==> src/rtl/csem_pkg.sv <==
`timescale 1ns / 1ps
// ----------------------------------------------------------------------------
// Counting semaphore package
// Shared types, codes and constants for the counting semaphore with a
// first-in first-out queue of waiters.
// ----------------------------------------------------------------------------
package csem_pkg;

   localparam int QUEUE_DEPTH_DEFAULT = 16;
   localparam int COUNT_W             = 8;
   localparam int ID_W                = 8;
   localparam int WAITERS_W           = 5;
   localparam int CSR_ADDR_W          = 3;
   localparam int CSR_DATA_W          = 32;

   localparam logic [COUNT_W-1:0] INIT_COUNT_RESET = 8'd1;

   typedef enum logic {
      CMD_ACQUIRE = 1'b0,
      CMD_RELEASE = 1'b1
   } command_type;

   typedef enum logic [2:0] {
      STS_GRANTED       = 3'd0,
      STS_QUEUED        = 3'd1,
      STS_REJECTED      = 3'd2,
      STS_RETURNED      = 3'd3,
      STS_HANDED        = 3'd4,
      STS_RELEASE_ERROR = 3'd5
   } status_type;

   typedef enum logic {
      CS_IDLE = 1'b0,
      CS_EXEC = 1'b1
   } ctrl_state_type;

   localparam logic CSR_REG_INITIAL_COUNT = 1'b0;

   typedef struct packed {
      logic load_req;
      logic commit;
   } dp_cmd_type;

   typedef struct packed {
      logic slot_free;
   } dp_stat_type;

endpackage

==> src/rtl/counting_semaphore_fifo_waiters_top.sv <==
`timescale 1ns / 1ps
// ----------------------------------------------------------------------------
// Counting semaphore with waiter queue, top level
//
// Channel   Ports      Direction  Carries
// req       req_*      in         command, requester_id
// rsp       rsp_*      out        status, grant_valid, grant_id, all_free,
//                                  waiter_count
// csr       csr_*      in/out     initial_count at byte address 0
//
// Each transaction captures the request and reads the head of the waiter
// queue memory, then in a later step updates the pool and queue.
// The result register lets the next request be captured while a result waits.
// A stalled result holds the transaction in execution until the register frees.
// Reset is synchronous; it loads one permit and empties the queue.
// ----------------------------------------------------------------------------
module counting_semaphore_fifo_waiters_top
   import csem_pkg::*;
#(
   parameter int QUEUE_DEPTH = QUEUE_DEPTH_DEFAULT
) (
   input  logic                  clock,
   input  logic                  reset,
   input  logic                  req_valid,
   output logic                  req_stall,
   input  logic                  req_command,
   input  logic [ID_W-1:0]       req_requester_id,
   output logic                  rsp_valid,
   input  logic                  rsp_stall,
   output logic [2:0]            rsp_status,
   output logic                  rsp_grant_valid,
   output logic [ID_W-1:0]       rsp_grant_id,
   output logic                  rsp_all_free,
   output logic [WAITERS_W-1:0]  rsp_waiter_count,
   input  logic                  csr_psel,
   input  logic                  csr_penable,
   input  logic                  csr_pwrite,
   input  logic [CSR_ADDR_W-1:0] csr_paddr,
   input  logic [CSR_DATA_W-1:0] csr_pwdata,
   output logic [CSR_DATA_W-1:0] csr_prdata,
   output logic                  csr_pready
);

   dp_cmd_type         dp_cmd;
   dp_stat_type        dp_stat;
   logic               cfg_we;
   logic [COUNT_W-1:0] cfg_initial_count;

   assign csr_pready = 1'b1;
   assign cfg_we     = csr_psel && csr_penable && csr_pwrite && csr_pready
                       && (csr_paddr[2] == CSR_REG_INITIAL_COUNT);

   always_comb begin
      if (csr_paddr[2] == CSR_REG_INITIAL_COUNT) begin
         csr_prdata = {{(CSR_DATA_W-COUNT_W){1'b0}}, cfg_initial_count};
      end else begin
         csr_prdata = '0;
      end
   end

   csem_ctrl u_ctrl (
      .clock     (clock),
      .reset     (reset),
      .req_valid (req_valid),
      .req_stall (req_stall),
      .dp_stat   (dp_stat),
      .dp_cmd    (dp_cmd)
   );

   csem_datapath #(
      .QUEUE_DEPTH (QUEUE_DEPTH)
   ) u_datapath (
      .clock             (clock),
      .reset             (reset),
      .dp_cmd            (dp_cmd),
      .dp_stat           (dp_stat),
      .req_command       (req_command),
      .req_requester_id  (req_requester_id),
      .cfg_we            (cfg_we),
      .cfg_wdata         (csr_pwdata[COUNT_W-1:0]),
      .cfg_initial_count (cfg_initial_count),
      .rsp_valid         (rsp_valid),
      .rsp_stall         (rsp_stall),
      .rsp_status        (rsp_status),
      .rsp_grant_valid   (rsp_grant_valid),
      .rsp_grant_id      (rsp_grant_id),
      .rsp_all_free      (rsp_all_free),
      .rsp_waiter_count  (rsp_waiter_count)
   );

endmodule

==> src/rtl/csem_ctrl.sv <==
`timescale 1ns / 1ps
// ----------------------------------------------------------------------------
// Counting semaphore controller
// Sequences each transaction: capture of the request, then execution and
// loading of the result register once it is free.
// ----------------------------------------------------------------------------
module csem_ctrl
   import csem_pkg::*;
(
   input  logic        clock,
   input  logic        reset,
   input  logic        req_valid,
   output logic        req_stall,
   input  dp_stat_type dp_stat,
   output dp_cmd_type  dp_cmd
);

   ctrl_state_type state_ff;
   ctrl_state_type state_in;

   always_ff @(posedge clock) begin
      if (reset) begin
         state_ff <= CS_IDLE;
      end else begin
         state_ff <= state_in;
      end
   end

   always_comb begin
      state_in        = state_ff;
      req_stall       = 1'b1;
      dp_cmd.load_req = 1'b0;
      dp_cmd.commit   = 1'b0;
      unique case (state_ff)
         CS_IDLE: begin
            req_stall = 1'b0;
            if (req_valid) begin
               dp_cmd.load_req = 1'b1;
               state_in        = CS_EXEC;
            end
         end
         CS_EXEC: begin
            if (dp_stat.slot_free) begin
               dp_cmd.commit = 1'b1;
               state_in      = CS_IDLE;
            end
         end
         default: begin
            state_in = CS_IDLE;
         end
      endcase
   end

endmodule

==> src/rtl/csem_datapath.sv <==
`timescale 1ns / 1ps
// ----------------------------------------------------------------------------
// Counting semaphore datapath
// Permit counter, waiter queue memory with its pointers, the configuration
// register and the result register.
// ----------------------------------------------------------------------------
module csem_datapath
   import csem_pkg::*;
#(
   parameter int QUEUE_DEPTH = QUEUE_DEPTH_DEFAULT
) (
   input  logic                  clock,
   input  logic                  reset,
   input  dp_cmd_type            dp_cmd,
   output dp_stat_type           dp_stat,
   input  logic                  req_command,
   input  logic [ID_W-1:0]       req_requester_id,
   input  logic                  cfg_we,
   input  logic [COUNT_W-1:0]    cfg_wdata,
   output logic [COUNT_W-1:0]    cfg_initial_count,
   output logic                  rsp_valid,
   input  logic                  rsp_stall,
   output logic [2:0]            rsp_status,
   output logic                  rsp_grant_valid,
   output logic [ID_W-1:0]       rsp_grant_id,
   output logic                  rsp_all_free,
   output logic [WAITERS_W-1:0]  rsp_waiter_count
);

   localparam int PTR_W = (QUEUE_DEPTH > 1) ? $clog2(QUEUE_DEPTH) : 1;
   localparam int OCC_W = $clog2(QUEUE_DEPTH + 1);
   localparam logic [PTR_W-1:0] PTR_LAST = PTR_W'(QUEUE_DEPTH - 1);
   localparam logic [OCC_W-1:0] OCC_FULL = OCC_W'(QUEUE_DEPTH);

   logic [ID_W-1:0]    waiter_mem [QUEUE_DEPTH];
   logic [ID_W-1:0]    rd_data_ff;

   command_type        cmd_ff;
   logic [ID_W-1:0]    id_ff;
   logic [COUNT_W-1:0] init_ff;
   logic [COUNT_W-1:0] free_ff;
   logic [COUNT_W-1:0] free_in;
   logic [PTR_W-1:0]   head_ff;
   logic [PTR_W-1:0]   head_in;
   logic [PTR_W-1:0]   tail_ff;
   logic [PTR_W-1:0]   tail_in;
   logic [OCC_W-1:0]   occ_ff;
   logic [OCC_W-1:0]   occ_in;
   logic               wr_en;

   status_type         sts;
   logic               gvalid;
   logic [ID_W-1:0]    gid;
   logic [OCC_W+WAITERS_W-1:0] occ_ext;

   logic               rsp_valid_ff;
   logic               rsp_valid_in;
   status_type         rsp_status_ff;
   logic               rsp_grant_valid_ff;
   logic [ID_W-1:0]    rsp_grant_id_ff;
   logic               rsp_all_free_ff;
   logic [WAITERS_W-1:0] rsp_waiter_count_ff;

   assign dp_stat.slot_free = !rsp_valid_ff || !rsp_stall;
   assign cfg_initial_count = init_ff;

   always_ff @(posedge clock) begin
      if (dp_cmd.load_req) begin
         cmd_ff <= command_type'(req_command);
         id_ff  <= req_requester_id;
      end
   end

   always_comb begin
      free_in = free_ff;
      head_in = head_ff;
      tail_in = tail_ff;
      occ_in  = occ_ff;
      wr_en   = 1'b0;
      gvalid  = 1'b0;
      gid     = '0;
      sts     = STS_GRANTED;
      unique case (cmd_ff)
         CMD_ACQUIRE: begin
            priority if (free_ff != '0) begin
               free_in = free_ff - COUNT_W'(1);
               gvalid  = 1'b1;
               gid     = id_ff;
               sts     = STS_GRANTED;
            end else if (occ_ff == OCC_FULL) begin
               sts = STS_REJECTED;
            end else begin
               wr_en   = 1'b1;
               tail_in = (tail_ff == PTR_LAST) ? '0 : tail_ff + PTR_W'(1);
               occ_in  = occ_ff + OCC_W'(1);
               sts     = STS_QUEUED;
            end
         end
         CMD_RELEASE: begin
            priority if (occ_ff != '0) begin
               gid     = rd_data_ff;
               gvalid  = 1'b1;
               head_in = (head_ff == PTR_LAST) ? '0 : head_ff + PTR_W'(1);
               occ_in  = occ_ff - OCC_W'(1);
               sts     = STS_HANDED;
            end else if (free_ff >= init_ff) begin
               sts = STS_RELEASE_ERROR;
            end else begin
               free_in = free_ff + COUNT_W'(1);
               sts     = STS_RETURNED;
            end
         end
         default: begin
            sts = STS_RELEASE_ERROR;
         end
      endcase
   end

   assign occ_ext = {{WAITERS_W{1'b0}}, occ_in};

   always_ff @(posedge clock) begin
      if (reset) begin
         init_ff <= INIT_COUNT_RESET;
         free_ff <= INIT_COUNT_RESET;
         head_ff <= '0;
         tail_ff <= '0;
         occ_ff  <= '0;
      end else if (cfg_we) begin
         init_ff <= cfg_wdata;
         free_ff <= cfg_wdata;
         head_ff <= '0;
         tail_ff <= '0;
         occ_ff  <= '0;
      end else if (dp_cmd.commit) begin
         free_ff <= free_in;
         head_ff <= head_in;
         tail_ff <= tail_in;
         occ_ff  <= occ_in;
      end
   end

   always_ff @(posedge clock) begin
      if (dp_cmd.commit && wr_en) begin
         waiter_mem[tail_ff] <= id_ff;
      end
      rd_data_ff <= waiter_mem[head_ff];
   end

   always_comb begin
      if (dp_cmd.commit) begin
         rsp_valid_in = 1'b1;
      end else begin
         rsp_valid_in = rsp_valid_ff && rsp_stall;
      end
   end

   always_ff @(posedge clock) begin
      if (reset) begin
         rsp_valid_ff <= 1'b0;
      end else begin
         rsp_valid_ff <= rsp_valid_in;
      end
   end

   always_ff @(posedge clock) begin
      if (dp_cmd.commit) begin
         rsp_status_ff       <= sts;
         rsp_grant_valid_ff  <= gvalid;
         rsp_grant_id_ff     <= gid;
         rsp_all_free_ff     <= (free_in == init_ff);
         rsp_waiter_count_ff <= occ_ext[WAITERS_W-1:0];
      end
   end

   assign rsp_valid        = rsp_valid_ff;
   assign rsp_status       = rsp_status_ff;
   assign rsp_grant_valid  = rsp_grant_valid_ff;
   assign rsp_grant_id     = rsp_grant_id_ff;
   assign rsp_all_free     = rsp_all_free_ff;
   assign rsp_waiter_count = rsp_waiter_count_ff;

   a_occ_bounded: assert property (@(posedge clock) disable iff (reset)
      occ_ff <= OCC_FULL)
      else $error("Waiter queue occupancy exceeds its depth.");

   a_free_bounded: assert property (@(posedge clock) disable iff (reset)
      free_ff <= init_ff)
      else $error("Free permit count exceeds the initial count.");

   a_waiters_hold_no_permit: assert property (@(posedge clock) disable iff (reset)
      occ_ff != '0 |-> free_ff == '0)
      else $error("Waiters are queued while a permit is free.");

   a_grant_status: assert property (@(posedge clock) disable iff (reset)
      dp_cmd.commit && gvalid |=> rsp_status_ff == STS_GRANTED
                                   || rsp_status_ff == STS_HANDED)
      else $error("A grant was issued with a status that grants nothing.");

endmodule
==> config.mk <==
export PLATFORM = sky130hd
export DESIGN_NAME = counting_semaphore_fifo_waiters_top
export DESIGN_NICKNAME = d
export VERILOG_FILES = /design/src/rtl/csem_pkg.sv /design/src/rtl/counting_semaphore_fifo_waiters_top.sv /design/src/rtl/csem_ctrl.sv /design/src/rtl/csem_datapath.sv
export SDC_FILE = /design/constraint.sdc
export NUM_CORES = 1
export LEC_CHECK = 0
export BUFFER_PORTS_ARGS = -buffer_cell sky130_fd_sc_hd__buf_2
export CAP_MARGIN = 5
export CORE_MARGIN = 5
export CORE_UTILIZATION = 50
export CTS_CLUSTER_DIAMETER = 40
export CTS_CLUSTER_SIZE = 14
export DETAILED_ROUTE_END_ITERATION = 7
export PLACE_DENSITY_LB_ADDON = 0.15
export SETUP_SLACK_MARGIN = 0.15
export SYNTH_ARGS = -nofsm -noshare
export SYNTH_HDL_FRONTEND = slang
export SYNTH_HIERARCHICAL = 1
export SYNTH_SLANG_ARGS = --single-unit
==> constraint.sdc <==
create_clock -name clock -period 5.85 [get_ports clock]
set_input_delay 1.17 -clock clock [delete_from_list [all_inputs] [get_ports clock]]
set_output_delay 1.17 -clock clock [all_outputs]
set_load 0.01 [all_outputs]
# [Word level (Yosys, flattened, before mapping)]
# Memory sizes are Yosys's and may differ from the RTL's. A register that Yosys moved wholly into a read port is not among the register bits.
# Index checks and enable logic that the tools add are counted.
[totals] register_bits=58 out_inout_bits=53 n_memories=1 ramBits=128
[classes] n_lt_le_gt_ge=1 n_reduce_logical=14 muxes=37 n_eq_ne=4 add_sub_neg=6 bitwise_logic=5
[memory_table] name="u_datapath.waiter_mem" depth=16 word_bits=8 read_ports=1 rd_clocked_by_memory_dff=1 write_ports=1 line="csem_datapath.sv:35" rtl="logic [ID_W-1:0] waiter_mem [QUEUE_DEPTH];"
[op_table] cell="two-way mux 8 bit" n=8
[op_table] cell="one-hot mux 8 bit (2 select lines)" n=2
[op_table] cell="two-way mux 5 bit" n=3
[op_table] cell="two-way mux 1 bit" n=14
[op_table] cell="one-hot mux 5 bit (2 select lines)" n=1
[op_table] cell="two-way mux 3 bit" n=3
[op_table] cell="adder 4 x 1 -> 4 bit (second input constant)" n=2
[op_table] cell="adder 8 x 1 -> 8 bit (second input constant)" n=1
[op_table] cell="equality test 4 bit (second input constant)" n=2
[op_table] cell="equality test 8 bit" n=1
[op_table] cell=">= comparator 8 bit" n=1
[op_table] cell="two-way mux 4 bit" n=2
[op_table] cell="nonzero test 8 bit" n=1
[op_table] cell="subtractor 8 x 1 -> 8 bit (second input constant)" n=1
[op_table] cell="one-hot mux 3 bit (2 select lines)" n=1
[op_table] cell="adder 5 x 1 -> 5 bit (second input constant)" n=1
[op_table] cell="equality test 5 bit (second input constant)" n=1
[op_table] cell="logical AND 1 bit" n=5
[op_table] cell="inverter 1 bit" n=5
[op_table] cell="nonzero test 5 bit" n=1
[op_table] cell="subtractor 5 x 1 -> 5 bit (second input constant)" n=1
[op_table] cell="one-hot mux 1 bit (2 select lines)" n=2
[op_table] cell="AND reduction 4 bit" n=1
[op_table] cell="AND reduction 3 bit" n=1
[op_table] cell="5 further kinds" n=6

# [Depth between registers and ports, before layout]
[logic_depth] word_depth=7 depth_mapped=11

# [By module]
# Netlist, hierarchy kept.
[modules_own_cells] mod="csem_datapath" cells_each=536 area_each_um2=8184.1 n_inst=1 seq_area_each_um2=5415.2
[modules_own_cells] mod="counting_semaphore_fifo_waiters_top" cells_each=36 area_each_um2=275.3 n_inst=1 seq_area_each_um2=0.0
[modules_own_cells] mod="csem_ctrl" cells_each=5 area_each_um2=48.8 n_inst=1 seq_area_each_um2=20.0

# [Worst setup path after synthesis]
# Ideal clock, no wire load.
[synth_timing] path_type="input to register" from="input rsp_stall" to="memory u_datapath.waiter_mem[3][0] (enable)" path_stages=6 arrival_time_ns=2.855 required_ns=5.467 path_buffers=1 slack_ns=2.611 setup_time_ns=0.383 path_cell_list="nand2_1 > and2_1 > and2_1 > buf_4 > nand2_1 > nor3_1"
[synth_lines] item="from (decl)" line="counting_semaphore_fifo_waiters_top.sv:29" rtl="input logic rsp_stall,"
[synth_lines] item="to (decl)" line="csem_datapath.sv:35"

# [Worst setup path in the final report]
[layout_timing] from="register u_datapath.free_ff[1]" to="memory u_datapath.waiter_mem[11][0] (enable)"
[layout_between] elab_chain_cells=6
[layout_lines] item="from (decl)" line="csem_datapath.sv:41" rtl="logic [COUNT_W-1:0] free_ff;"
[layout_lines] item="from (signal assigned)" line="csem_datapath.sv:130" rtl="free_ff <= cfg_wdata;"
[layout_lines] item="from (signal assigned)" line="csem_datapath.sv:135" rtl="free_ff <= free_in;"
[layout_lines] item="nonzero test 8 bit" line="csem_datapath.sv:85" rtl="priority if (free_ff != '0) begin"
[layout_lines] item="two-way mux 1 bit" line="csem_datapath.sv:85"
[layout_lines] item="two-way mux 1 bit" line="csem_datapath.sv:83" rtl="unique case (cmd_ff)"
[layout_lines] item="logical AND 1 bit" line="csem_datapath.sv:143" rtl="if (dp_cmd.commit && wr_en) begin"
[layout_lines] item="two-way mux 1 bit" line="csem_datapath.sv:143"
[layout_lines] item="two-way mux 1 bit (implied by the code)" line="csem_datapath.sv:144" rtl="waiter_mem[tail_ff] <= id_ff;"
# No other way between the ends.

==> reports/metrics.csv <==
stage,metric,value,unit
clocking,cts_sinks,194,
critical_path,startpoint_type,register,
job,maxCapViolCount,0,
layout,seq_area,5436,um^2
detailed_routing,ant_nets,0,
sta,setup_viol,0,
layout,fillCellCount,1328,
sta,worstMarginPinSlew,1301,ps
layout,design_area,9460,um^2
synthesis,yosysTopAreaCell,edfxtp_1,
floorplanning,start_util,0.5112,
outcome,outcome,"finished, final reports clean",
sta,finalMaxSlewViolations,0,
critical_path,critPathMaxStageDelay,660,ps
placed_design,placed_area,8861,um^2
layout,area_growth,11.19,%
clocking,cts_resized,0,
floorplanning,std_cell_rows,47,
floorplanning,die_w,140.4,um
clocking,clk_pin_slew_worst_paths,70,ps
floorplanning,core_area,16640,um^2
detailed_routing,drt_iter0_drc,528,
critical_path,worstPathArrival,3780,ps
critical_path,crit_path_end_kind,register,
layout,multiInputGateArea,2761,um^2
sta,rsz0062_at_grt,false,
synthesis,synthCells,577,
critical_path,path_max_fanout,11,
sta,period_minus_slack,3724,ps
clocking,cts_setup_buffers,0,
clocking,worstSkewPairLatency,430,ps
clocking,cts_max_level,4,
layout,utilization,0.5685,
power_and_ir_drop,leakage,3.189,nW
placed_design,placedCellCount,823,
sta,finalClockSkew,14.21,ps
sta,setup_tns,0,ps
synthesis,synth_edf_count,155,
floorplanning,chipHeight,140.4,um
synthesis,avgSynthCellArea,14.75,um^2
grt,grt_pass1_wl,25.80,mm
sta,fmax,268.5,MHz
detailed_routing,avgRoutedWirePerCell,19.17,um
power_and_ir_drop,finalPower,2.839,mW
placed_design,hpwl,10.99,mm
layout,layout-drive-gt1-share,0.2362,
grt,grt.total_usage,0.1724,
sta,hold_viol_final,0,
synthesis,ys_warn_count,6,
critical_path,worst_ep_required_time,5910,ps
synthesis,async_flop_share,0,
grt,grt_start_max_net_pins,39,
power_and_ir_drop,vdd_drop_max,0.0002341,V
synthesis,yosys-top-cells-area,"edfxtp_1 (55%), mux4_2 (11%), dfxtp_1 (9.2%), ha_1 (2.5%), buf_4 (2.3%)",
detailed_routing,num_vias,4795,
synthesis,synth_cell_types,60,
layout,antennaDiodeCount,0,
critical_path,path_cells,inv_1 > ha_1 > or4b_4 > nor4_4 > nor3b_4 > and2_1 > nand2_1 > nor2_1,
layout,fin_cells,855,
placed_design,io_buffers,52,
detailed_routing,dr.pass1.iters,5,
synthesis,synth_seq_area_share,0.6388,
floorplanning,ioPinCount,104,
power_and_ir_drop,powerDensity,300.1,nW/um^2
grt,antenna_found_initial,1,
grt,grt_pass1_vias,4592,
grt,gr-total-overflow,0,
detailed_routing,drt-total-wl,16.39,mm
synthesis,syn_area,8508,um^2
placed_design,place.gp.congestion,0.8152,
clocking,cts_max_path_buffers,2,
sta,maxSlewHeadroom,0.1295,
synthesis,ys.flop_type,edfxtp_1,
synthesis,synth_top_cell_area_share,0.5471,
worst_hold_path,hp-class,register to register,
clocking,cts.root.buffer_cell,clkbuf_16,
critical_path,slowest_stage,nor2_1,
detailed_routing,avgViaCountPerCell,5.608,
critical_path,path_class,register to register,
synthesis,synth_seq_cells,194,
floorplanning,die_area,19720,um^2
clocking,cts_tree,done,
clocking,postCtsHoldBufs,0,
sta,post-route-period-util,0.6366,
layout,final_nets,690,
clocking,numCtsBuffers,17,
detailed_routing,drc,0,
-- power breakdown --
part / internal (mW) / leakage (nW) / total [mW] / switching (mW)
clock: 0.643 / 0.290 / 1.16 / 0.520
combinational: 0.0565 / 1.17 / 0.140 / 0.0839
sequential: 1.51 / 1.73 / 1.54 / 0.0278
total: 2.21 / 3.19 / 2.84 / 0.632
-- path summary, 6_finish.rpt --
kind	startpoint	endpoint	slack [ps]	cells after the start
setup reg to reg	u_datapath/free_ff[1]	u_datapath/waiter_mem[11][0]	2130	8
setup / recovery	u_datapath/free_ff[1]	u_datapath/waiter_mem[11][0]	2130	8
hold reg to reg	u_datapath/cfg_initial_count[2]	u_datapath/cfg_initial_count[2]	500	2
hold / removal	u_datapath/cfg_initial_count[2]	u_datapath/cfg_initial_count[2]	500	2
-- per-layer routing --
metal,GRT usage,up-vias,share of wire
met1,0.2394,2391,0.43
li1,-,2222,-
met2,0.2699,154,0.48
met3,0.03851,26,0.063
met5,0,-,0.00049
met4,0.06119,2,0.021
-- placed cells by master, fill, tap and decap left out, drive strengths merged, types with 17 or more instances in the layout --
master    n
inv      27
a21oi    32
nand2    34
mux4     40
ha       17
conb     25
edfxtp  155
nor2     40
buf      59
clkbuf   17
dfxtp    39
-- worst max-delay path: cells and delay by family, from the launching register on --
family	cells	cell delay, ps
simple gates	6	2680
flops	1	370
fa+ha+maj	1	190
buf+inv	1	100
-- cell usage after synthesis (3+ instances only) --
library cell	n
clkbuf_1	20
xor2_1	3
buf_2	6
nand2b_1	7
dfxtp_1	39
nand2_1	34
nor3_1	14
and2b_2	8
a21oi_1	32
buf_1	3
a31oi_1	3
buf_4	26
xnor2_1	13
a22o_1	8
nor2_1	40
or3_1	4
nor2b_1	5
inv_1	20
nand4_1	4
nand3_1	4
o21ai_0	11
mux4_2	40
edfxtp_1	155
mux2i_1	14
ha_1	17
-- kinds of logic after synthesis --
| logic type | after synthesis | share of synthesized area |
|---|---|---|
| adder cells (fa/ha/maj) | 17 | 0.02500 |
| XOR/XNOR | 16 | 0.01647 |
| AND/OR/NAND/NOR | 136 | 0.08514 |
| other | 2 | 0.0008827 |
| flip-flops | 194 | 0.6388 |
| multiplexers | 55 | 0.1237 |
| AO/OA/AOI/OAI | 81 | 0.06324 |
| buffers and inverters | 76 | 0.04676 |
-- flip-flops by register name, indices dropped and copies added (netlist names) --
| signal | cells |
|---|---|
| u_ctrl/state_ff | 1 |
| u_datapath/cfg_initial_count | 8 |
| u_datapath/cmd_ff | 1 |
| u_datapath/free_ff | 8 |
| u_datapath/head_ff | 4 |
| u_datapath/id_ff | 8 |
| u_datapath/occ_ff | 5 |
| u_datapath/rd_data_ff | 8 |
| u_datapath/rsp_all_free | 1 |
| u_datapath/rsp_grant_id | 8 |
| u_datapath/rsp_grant_valid | 1 |
| u_datapath/rsp_status | 3 |
| u_datapath/rsp_valid | 1 |
| u_datapath/rsp_waiter_count | 5 |
| u_datapath/tail_ff | 4 |
| u_datapath/waiter_mem | 128 |
-- stage by stage --
stage	worst slack [ps]	hold WS, ps
after global placement	2200	473.5
after global routing	1856	529.1
after floorplan	2611	454.4
after CTS	2101	505.9
after detailed placement	2121	495.8
final	2126	499.3
-- area by class of cell --
class	count	share of cell area
sequential	194	0.5747
multi-input combinational	330	0.2919
clock buffer	17	0.04497
timing repair buffer	59	0.03306
tap	220	0.02910
clock inverter	15	0.01838
inverter	20	0.007935
No activity file was read; power rests on OpenSTA's default activity.
